==> config.mk <==
export PLATFORM = sky130hd
export DESIGN_NAME = md5_digest_stream
export DESIGN_NICKNAME = d
export VERILOG_FILES = /design/src/design/md5_pkg.sv /design/src/design/md5_front.sv /design/src/design/md5_core.sv /design/src/design/md5_digest_stream.sv
export SDC_FILE = /design/constraint.sdc
export NUM_CORES = 2
export LEC_CHECK = 0
export ABC_CLOCK_PERIOD_IN_PS = 13500
export BUFFER_PORTS_ARGS = -buffer_cell sky130_fd_sc_hd__buf_4
export CAP_MARGIN = 20
export CORE_MARGIN = 1
export CORE_UTILIZATION = 45
export CTS_CLUSTER_DIAMETER = 80
export DETAILED_ROUTE_END_ITERATION = 7
export HOLD_SLACK_MARGIN = 0.03
export SLEW_MARGIN = 20
export SYNTH_ARGS = -nofsm -noshare
export SYNTH_HDL_FRONTEND = slang
export SYNTH_SLANG_ARGS = --single-unit
==> constraint.sdc <==
create_clock -name i_clk -period 13.5 [get_ports i_clk]
set_clock_uncertainty 0.05 [all_clocks]
set_input_delay 2.7 -clock i_clk [delete_from_list [all_inputs] [get_ports i_clk]]
set_output_delay 2.7 -clock i_clk [all_outputs]
set_load 0.005 [all_outputs]
==> src/design/md5_pkg.sv <==
// Shared types and constants for the MD5 stream digest.
package md5_pkg;

    localparam logic [31:0] IV0 = 32'h67452301;
    localparam logic [31:0] IV1 = 32'hefcdab89;
    localparam logic [31:0] IV2 = 32'h98badcfe;
    localparam logic [31:0] IV3 = 32'h10325476;

    localparam int QUEUE_DEPTH = 4;

    localparam logic MODE_DATA   = 1'b0;
    localparam logic MODE_FINISH = 1'b1;

    typedef struct packed {
        logic       finish;
        logic [7:0] data;
    } t_item;

    typedef enum logic [2:0] {
        ST_IDLE,
        ST_COMP,
        ST_PAD,
        ST_LEN,
        ST_EMIT
    } t_state;

    function automatic logic [31:0] round_k(input logic [5:0] r);
        logic [31:0] k;
        unique case (r)
            6'd0:  k = 32'hd76aa478; 6'd1:  k = 32'he8c7b756;
            6'd2:  k = 32'h242070db; 6'd3:  k = 32'hc1bdceee;
            6'd4:  k = 32'hf57c0faf; 6'd5:  k = 32'h4787c62a;
            6'd6:  k = 32'ha8304613; 6'd7:  k = 32'hfd469501;
            6'd8:  k = 32'h698098d8; 6'd9:  k = 32'h8b44f7af;
            6'd10: k = 32'hffff5bb1; 6'd11: k = 32'h895cd7be;
            6'd12: k = 32'h6b901122; 6'd13: k = 32'hfd987193;
            6'd14: k = 32'ha679438e; 6'd15: k = 32'h49b40821;
            6'd16: k = 32'hf61e2562; 6'd17: k = 32'hc040b340;
            6'd18: k = 32'h265e5a51; 6'd19: k = 32'he9b6c7aa;
            6'd20: k = 32'hd62f105d; 6'd21: k = 32'h02441453;
            6'd22: k = 32'hd8a1e681; 6'd23: k = 32'he7d3fbc8;
            6'd24: k = 32'h21e1cde6; 6'd25: k = 32'hc33707d6;
            6'd26: k = 32'hf4d50d87; 6'd27: k = 32'h455a14ed;
            6'd28: k = 32'ha9e3e905; 6'd29: k = 32'hfcefa3f8;
            6'd30: k = 32'h676f02d9; 6'd31: k = 32'h8d2a4c8a;
            6'd32: k = 32'hfffa3942; 6'd33: k = 32'h8771f681;
            6'd34: k = 32'h6d9d6122; 6'd35: k = 32'hfde5380c;
            6'd36: k = 32'ha4beea44; 6'd37: k = 32'h4bdecfa9;
            6'd38: k = 32'hf6bb4b60; 6'd39: k = 32'hbebfbc70;
            6'd40: k = 32'h289b7ec6; 6'd41: k = 32'heaa127fa;
            6'd42: k = 32'hd4ef3085; 6'd43: k = 32'h04881d05;
            6'd44: k = 32'hd9d4d039; 6'd45: k = 32'he6db99e5;
            6'd46: k = 32'h1fa27cf8; 6'd47: k = 32'hc4ac5665;
            6'd48: k = 32'hf4292244; 6'd49: k = 32'h432aff97;
            6'd50: k = 32'hab9423a7; 6'd51: k = 32'hfc93a039;
            6'd52: k = 32'h655b59c3; 6'd53: k = 32'h8f0ccc92;
            6'd54: k = 32'hffeff47d; 6'd55: k = 32'h85845dd1;
            6'd56: k = 32'h6fa87e4f; 6'd57: k = 32'hfe2ce6e0;
            6'd58: k = 32'ha3014314; 6'd59: k = 32'h4e0811a1;
            6'd60: k = 32'hf7537e82; 6'd61: k = 32'hbd3af235;
            6'd62: k = 32'h2ad7d2bb; default: k = 32'heb86d391;
        endcase
        return k;
    endfunction

    function automatic logic [4:0] round_s(input logic [5:0] r);
        logic [4:0] s;
        unique case ({r[5:4], r[1:0]})
            4'd0:  s = 5'd7;  4'd1:  s = 5'd12; 4'd2:  s = 5'd17; 4'd3:  s = 5'd22;
            4'd4:  s = 5'd5;  4'd5:  s = 5'd9;  4'd6:  s = 5'd14; 4'd7:  s = 5'd20;
            4'd8:  s = 5'd4;  4'd9:  s = 5'd11; 4'd10: s = 5'd16; 4'd11: s = 5'd23;
            4'd12: s = 5'd6;  4'd13: s = 5'd10; 4'd14: s = 5'd15; default: s = 5'd21;
        endcase
        return s;
    endfunction

    // message word index used in round r
    function automatic logic [3:0] round_g(input logic [5:0] r);
        logic [3:0] g;
        unique case (r[5:4])
            2'd0: g = r[3:0];
            2'd1: g = 4'(5 * r[3:0] + 1);
            2'd2: g = 4'(3 * r[3:0] + 5);
            default: g = 4'(7 * r[3:0]);
        endcase
        return g;
    endfunction

endpackage

==> src/design/md5_front.sv <==
// Input front end: accepts transactions into a short queue.
module md5_front #(
    parameter int DEPTH = md5_pkg::QUEUE_DEPTH
) (
    input  logic          i_clk,
    input  logic          i_rst_n,
    input  logic          i_valid,
    output logic          o_stall,
    input  logic          i_mode,
    input  logic [7:0]    i_data_byte,
    output logic          o_q_valid,
    output md5_pkg::t_item o_q_item,
    input  logic          i_q_pop
);
    import md5_pkg::*;

    localparam int AW = (DEPTH > 1) ? $clog2(DEPTH) : 1;

    t_item             r_mem [DEPTH];
    logic [AW-1:0]     r_wp, r_rp;
    logic [AW:0]       r_cnt;
    logic              push, pop;

    assign o_stall   = (r_cnt == (AW+1)'(DEPTH));
    assign push      = i_valid && !o_stall;
    assign o_q_valid = (r_cnt != '0);
    assign pop       = i_q_pop && o_q_valid;
    assign o_q_item  = r_mem[r_rp];

    always_ff @(posedge i_clk) begin
        if (push) begin
            r_mem[r_wp] <= '{finish: (i_mode == MODE_FINISH), data: i_data_byte};
        end
    end

    always_ff @(posedge i_clk) begin
        if (!i_rst_n) begin
            r_wp  <= '0;
            r_rp  <= '0;
            r_cnt <= '0;
        end else begin
            if (push) r_wp <= (r_wp == AW'(DEPTH-1)) ? '0 : r_wp + 1'b1;
            if (pop)  r_rp <= (r_rp == AW'(DEPTH-1)) ? '0 : r_rp + 1'b1;
            r_cnt <= r_cnt + (AW+1)'(push) - (AW+1)'(pop);
        end
    end

    a_no_overflow: assert property (@(posedge i_clk) disable iff (!i_rst_n)
        r_cnt <= (AW+1)'(DEPTH)) else $error("queue overflow");
    a_full_stall: assert property (@(posedge i_clk) disable iff (!i_rst_n)
        (r_cnt == (AW+1)'(DEPTH)) |-> o_stall) else $error("full without stall");
    a_pop_nonempty: assert property (@(posedge i_clk) disable iff (!i_rst_n)
        pop |-> (r_cnt != '0)) else $error("pop from empty");
endmodule

==> src/design/md5_core.sv <==
// Back end: block buffer, padding sequencer, one-round-per-cycle compression, output.
module md5_core (
    input  logic           i_clk,
    input  logic           i_rst_n,
    input  logic           i_q_valid,
    input  md5_pkg::t_item i_q_item,
    output logic           o_q_pop,
    output logic           o_valid,
    input  logic           i_stall,
    output logic [31:0]    o_digest_word,
    output logic [1:0]     o_word_index,
    output logic           o_last_word
);
    import md5_pkg::*;

    t_state        r_state, n_state;
    logic [31:0]   r_w [16];  // block buffer as 16 little-endian words
    logic [5:0]    r_fill;
    logic [63:0]   r_len, r_len_snap;
    logic [31:0]   r_h [4];
    logic [31:0]   r_a, r_b, r_c, r_d;
    logic [5:0]    r_round;
    logic          r_after;   // return state after compression: 0 idle, 1 padding
    logic          r_final;   // set when the final (length) block is being compressed
    logic [2:0]    r_lcnt;
    logic [1:0]    r_widx;
    logic          r_ovalid;

    logic          wr_en;
    logic [7:0]    wr_byte;
    logic          q_pop;
    logic          start_comp;
    logic [31:0]   f, t, rot, wg;
    logic [3:0]    g;
    logic [4:0]    s;

    always_comb begin
        g = round_g(r_round);
        s = round_s(r_round);
        wg = r_w[g];
        unique case (r_round[5:4])
            2'd0: f = (r_b & r_c) | (~r_b & r_d);
            2'd1: f = (r_b & r_d) | (r_c & ~r_d);
            2'd2: f = r_b ^ r_c ^ r_d;
            default: f = r_c ^ (r_b | ~r_d);
        endcase
        t   = r_a + f + wg + round_k(r_round);
        rot = (t << s) | (t >> (6'd32 - {1'b0, s}));
    end

    always_comb begin
        n_state    = r_state;
        wr_en      = 1'b0;
        wr_byte    = 8'h00;
        q_pop      = 1'b0;
        start_comp = 1'b0;
        unique case (r_state)
            ST_IDLE: begin
                if (i_q_valid) begin
                    q_pop   = 1'b1;
                    wr_en   = 1'b1;
                    wr_byte = i_q_item.finish ? 8'h80 : i_q_item.data;
                    if (r_fill == 6'd63) begin
                        start_comp = 1'b1;
                        n_state    = ST_COMP;
                    end else if (i_q_item.finish) begin
                        n_state = (r_fill == 6'd55) ? ST_LEN : ST_PAD;
                    end
                end
            end
            ST_COMP: begin
                if (r_round == 6'd63) begin
                    if (r_final) begin
                        n_state = ST_EMIT;
                    end else begin
                        n_state = r_after ? ((r_fill == 6'd56) ? ST_LEN : ST_PAD) : ST_IDLE;
                    end
                end
            end
            ST_PAD: begin
                wr_en = 1'b1;
                if (r_fill == 6'd63) begin
                    start_comp = 1'b1;
                    n_state    = ST_COMP;
                end else if (r_fill == 6'd55) begin
                    n_state = ST_LEN;
                end
            end
            ST_LEN: begin
                wr_en   = 1'b1;
                wr_byte = r_len_snap[{r_lcnt, 3'd0} +: 8];
                if (r_lcnt == 3'd7) begin
                    start_comp = 1'b1;
                    n_state    = ST_COMP;
                end
            end
            ST_EMIT: begin
                if (r_widx == 2'd3 && !i_stall) n_state = ST_IDLE;
            end
            default: n_state = ST_IDLE;
        endcase
    end

    assign o_q_pop       = q_pop;
    assign o_valid       = r_ovalid;
    assign o_digest_word = r_h[r_widx];
    assign o_word_index  = r_widx;
    assign o_last_word   = (r_widx == 2'd3);

    always_ff @(posedge i_clk) begin
        if (wr_en) r_w[r_fill[5:2]][{r_fill[1:0], 3'd0} +: 8] <= wr_byte;
    end

    always_ff @(posedge i_clk) begin
        if (!i_rst_n) begin
            r_state  <= ST_IDLE;
            r_fill   <= '0;
            r_len    <= '0;
            r_h[0]   <= IV0; r_h[1] <= IV1; r_h[2] <= IV2; r_h[3] <= IV3;
            r_round  <= '0;
            r_after  <= 1'b0;
            r_lcnt   <= '0;
            r_widx   <= '0;
            r_ovalid <= 1'b0;
        end else begin
            r_state <= n_state;
            if (wr_en) r_fill <= r_fill + 1'b1;
            if (q_pop) begin
                if (i_q_item.finish) begin
                    r_len_snap <= r_len;
                    r_after    <= 1'b1;
                end else begin
                    r_len   <= r_len + 64'd8;
                    r_after <= 1'b0;
                end
            end
            if (r_state == ST_LEN) r_lcnt <= r_lcnt + 1'b1;
            if (start_comp) begin
                r_a <= r_h[0]; r_b <= r_h[1]; r_c <= r_h[2]; r_d <= r_h[3];
                r_round <= '0;
                if (r_state == ST_LEN) r_after <= 1'b0;
            end
            if (r_state == ST_COMP) begin
                r_a <= r_d;
                r_d <= r_c;
                r_c <= r_b;
                r_b <= r_b + rot;
                r_round <= r_round + 1'b1;
                if (r_round == 6'd63) begin
                    r_h[0] <= r_h[0] + r_d;
                    r_h[1] <= r_h[1] + r_b + rot;
                    r_h[2] <= r_h[2] + r_b;
                    r_h[3] <= r_h[3] + r_c;
                    // length block done: present digest
                    if (r_final) begin
                        r_ovalid <= 1'b1;
                        r_widx   <= '0;
                    end
                end
            end
            if (r_state == ST_EMIT && !i_stall) begin
                r_widx <= r_widx + 1'b1;
                if (r_widx == 2'd3) begin
                    r_ovalid <= 1'b0;
                    r_h[0] <= IV0; r_h[1] <= IV1; r_h[2] <= IV2; r_h[3] <= IV3;
                    r_len  <= '0;
                end
            end
        end
    end

    always_ff @(posedge i_clk) begin
        if (!i_rst_n) r_final <= 1'b0;
        else if (start_comp && r_state == ST_LEN) r_final <= 1'b1;
        else if (r_state == ST_COMP && r_round == 6'd63) r_final <= 1'b0;
    end

    a_emit_valid: assert property (@(posedge i_clk) disable iff (!i_rst_n)
        (r_state == ST_EMIT) |-> r_ovalid) else $error("emit without valid");
    a_no_pop_busy: assert property (@(posedge i_clk) disable iff (!i_rst_n)
        q_pop |-> (r_state == ST_IDLE)) else $error("pop while busy");
    a_final_emit: assert property (@(posedge i_clk) disable iff (!i_rst_n)
        (r_state == ST_COMP && r_round == 6'd63 && r_final) |=> (r_state == ST_EMIT))
        else $error("digest not emitted");
endmodule

==> src/design/md5_digest_stream.sv <==
// Top level of the MD5 stream digest.
// An accepted byte waits in the queue until the idle core pops it into the block buffer.
// Filling a block starts the single round unit; the core pops no byte until it is done.
// A finish writes pad and length bytes; digest word 0 is valid once the last block is done.
// Synchronous active-low reset restores the initial chaining words and clears the length.
module md5_digest_stream #(
    parameter int QUEUE_DEPTH = md5_pkg::QUEUE_DEPTH
) (
    input  logic        i_clk,
    input  logic        i_rst_n,
    input  logic        i_valid,
    output logic        o_stall,
    input  logic        i_mode,
    input  logic [7:0]  i_data_byte,
    output logic        o_valid,
    input  logic        i_stall,
    output logic [31:0] o_digest_word,
    output logic [1:0]  o_word_index,
    output logic        o_last_word
);
    import md5_pkg::*;

    logic  q_valid, q_pop;
    t_item q_item;

    md5_front #(.DEPTH(QUEUE_DEPTH)) u_front (
        .i_clk, .i_rst_n, .i_valid, .o_stall, .i_mode, .i_data_byte,
        .o_q_valid(q_valid), .o_q_item(q_item), .i_q_pop(q_pop)
    );

    md5_core u_core (
        .i_clk, .i_rst_n, .i_q_valid(q_valid), .i_q_item(q_item), .o_q_pop(q_pop),
        .o_valid, .i_stall, .o_digest_word, .o_word_index, .o_last_word
    );
endmodule
==> results.py <==
metrics = {
    "routing": {
        "drt-vias-per-instance": 6.06,
        "ant_nets": 0,
        "num_vias": 45000,
        "drtPass1Iterations": 7,
        "drt-initial-drc-count": 4646,
        "wl_um": 186000,
        "wl_per_cell_um": 25.1,
        "drc": 0,
    },
    "sta": {
        "period_minus_slack_ns": 12.36,
        "clock.fmax_mhz": 80.9,
        "max_slew.worst_pin.slew_ns": 1.19,
        "fin_setup_tns_ns": 0,
        "rsz0062_at_grt": "false",
        "setup_viol": 0,
        "finalHoldViolCount": 0,
        "relSlewSlack": 0.202,
        "period_share": 0.915,
        "final_max_slew_viol_count": 0,
        "worst_slack_ns": 1.14,
    },
    "finish": {
        "n_fill_cell": 11700,
        "drive_above_1_share": 0.114,
        "antenna_cells": 0,
        "area_growth_pct": 10.6,
        "final_net_count": 5910,
    },
    "critical_path": {
        "crit_arrival_ns": 12.90,
        "slowest_stage": "o31ai_1",
        "required_ns": 14.04,
        "path_buf_inv": 4,
        "endpoint_kind": "flop",
        "crit_type": "flop to flop",
        "path_max_fanout": 49,
        "critPathLaunchType": "flop",
        "path_delay_family": "compound AO/OA/AOI/OAI gates",
        "max_stage_delay_ns": 0.74,
    },
    "place": {
        "hpwl_um": 134000,
        "port_buffers": 49,
        "gp_congestion": 0.967,
        "pre_cts_ws_ns": 1.15,
    },
    "clock_network": {
        "cts_buffers": 107,
        "insertion_delay_ns": 0.75,
        "htreeDepth": 3,
        "post_cts_resized": 0,
        "ctsHoldBuffers": 0,
        "clock-root-buffer": "clkbuf_16",
        "post_cts_buffers": 0,
        "clock_path_buffers": 3,
        "tritoncts": "built",
        "clk_pin_slew_ns": 0.06,
        "clkSinkCount": 997,
    },
    "synthesis": {
        "ys_ff_latch": 997,
        "synth_cell_types": 96,
        "yosysWarningCount": 0,
        "yosys-top-cells-count": "edfxtp_1 (801), nand2_1 (657), nor2_1 (479)",
        "avgSynthCellArea_sq_um": 10.6,
        "synth_area_sq_um": 59800,
        "yosys-top-cells-area": "edfxtp_1 (40%), mux4_2 (7.5%), dfxtp_1 (6.6%), ha_1 (4.8%), nand2_1 (4.1%)",
        "async_flop_share": 0,
        "yosysMostFrequentCell": "edfxtp_1",
        "synth-main-ff-cell": "edfxtp_1",
        "syn_nets": 5956,
        "seq_area_frac_synth": 0.468,
        "syn_inst": 5615,
        "synth-edff-count": 801,
        "yosysTopAreaCellShare": 0.403,
        "yosysTopAreaCell": "edfxtp_1",
    },
    "worst_hold_path": {
        "min_path_type": "flop to flop",
    },
    "grt": {
        "grt_max_degree": 155,
        "grt_pass1_wl_um": 279000,
        "antenna_found_initial": 5,
        "grt_usage": 0.274,
        "overflow": 0,
        "grt_pass1_vias": 42600,
    },
    "die": {
        "io_pins": 50,
        "row_count": 133,
        "die_height_um": 366,
        "core_sq_um": 132000,
        "die_x_um": 366,
        "die_area_sq_um": 134000,
        "start_util": 0.454,
    },
    "flow_run": {
        "max_cap_violations": 0,
    },
    "run_status": {
        "status": "complete, no violations",
    },
}
==> worst paths after layout <==
| path | start | end | slack, ns | cells after the start |
|---|---|---|---|---|
| setup / recovery | u_core.r_round[1]$_SDFFE_PN0N_ | u_core.r_b[31]$_DFFE_PP_ | 1.14 | 36 |
| hold / removal | u_core.r_len[26]$_SDFF_PN0_ | u_core.r_len_snap[26]$_DFFE_PP_ | 0.42 | 0 |
| setup reg to reg | u_core.r_round[1]$_SDFFE_PN0N_ | u_core.r_b[31]$_DFFE_PP_ | 1.14 | 36 |
| hold reg to reg | u_core.r_len[26]$_SDFF_PN0_ | u_core.r_len_snap[26]$_DFFE_PP_ | 0.42 | 0 |
==> state kept, by name, indices dropped and copies added, names as in the netlist, 5 cells and up, named ones only <==
signal,flops
u_core.r_h,128
u_front.r_mem,36
u_core.r_b,32
u_core.r_w,512
u_core.r_fill,6
u_core.r_c,32
u_core.r_a,32
u_core.s,5
u_core.r_len,61
u_core.r_d,32
u_core.r_round,6
u_core.r_len_snap,61
==> layout make-up <==
class / count / area, sq um / share of cell area
repair buffers: 149 / 1160 / 0.0175
inverters: 323 / 1210 / 0.0183
clock inverters: 78 / 1160 / 0.0176
clock buffers: 125 / 2810 / 0.0425
well taps: 1755 / 2200 / 0.0332
multi-input cells: 3991 / 29600 / 0.448
flip-flops and latches: 997 / 28000 / 0.423
==> through the flow <==
stage | hold slack, ns | std cells | utilization | area (sq um)
after floorplan | 0.367 | 5615 | - | 59800
after global placement | 0.403 | 7210 | 0.471 | 62100
after detailed placement | 0.406 | 7211 | 0.472 | 62100
after CTS | 0.423 | 7414 | 0.502 | 66100
after global routing | 0.433 | 7418 | 0.502 | 66100
final | 0.421 | 7418 | 0.502 | 66100
==> cells in the final DEF (no fill, tap or decap), types with 21 or more instances in the layout <==
cell / netlist / routed
a211oi_1: 85 / 84
a21o_1: 94 / 94
a21oi_1: 445 / 440
a31oi_1: 61 / 61
and2_1: 24 / 24
and3_1: 43 / 42
buf_4: 1 / 146
bufinv_16: 0 / 25
clkbuf_16: 0 / 108
dfxtp_1: 196 / 190
edfxtp_1: 801 / 801
fa_1: 101 / 101
ha_1: 227 / 227
inv_1: 320 / 317
mux2i_1: 108 / 107
mux4_2: 200 / 199
nand2_1: 657 / 655
nand2b_1: 34 / 34
nand3_1: 118 / 118
nand4_1: 27 / 27
nor2_1: 479 / 463
nor2b_1: 54 / 53
nor3_1: 77 / 77
o211ai_1: 57 / 57
o21a_1: 45 / 45
o21ai_0: 353 / 351
o221ai_1: 26 / 26
o22a_1: 33 / 33
o22ai_1: 24 / 24
o31ai_1: 21 / 21
or3_1: 32 / 32
xnor2_1: 122 / 119
xor2_1: 141 / 140
==> kinds of logic (layout without fill, tap and decap cells) <==
| kind of cell | Yosys count | in the layout | synth area share |
|---|---|---|---|
| xor gates and xnor gates | 265 | 265 | 0.0393 |
| DFF | 997 | 997 | 0.468 |
| buffers and inverters | 627 | 675 | 0.0398 |
| and+or+nand+nor | 1614 | 1614 | 0.119 |
| adders and majority gates | 343 | 343 | 0.0839 |
| muxes | 326 | 326 | 0.0969 |
| AOI/OAI and AO/OA | 1443 | 1443 | 0.153 |
==> worst register-to-register path, delay by kind of cell, from the launching register on <==
kind            cells  cell delay, ns
compound gates     17            6.19
fa+ha+maj           5            2.16
mux                 3            1.39
simple gates        7            1.35
buf+inv             4            0.64
flops               1            0.43
==> per-layer routing <==
metal / part of all wire / global-route usage / vias to the layer above
li1: - / - / 20700
met1: 0.44 / 0.391 / 22200
met2: 0.45 / 0.426 / 1784
met3: 0.070 / 0.0356 / 286
met4: 0.037 / 0.103 / 6
met5: 0.00021 / 0 / -
Power is not shown: default switching activity piles up to over one toggle a cycle in this logic, so the estimate is an artifact.
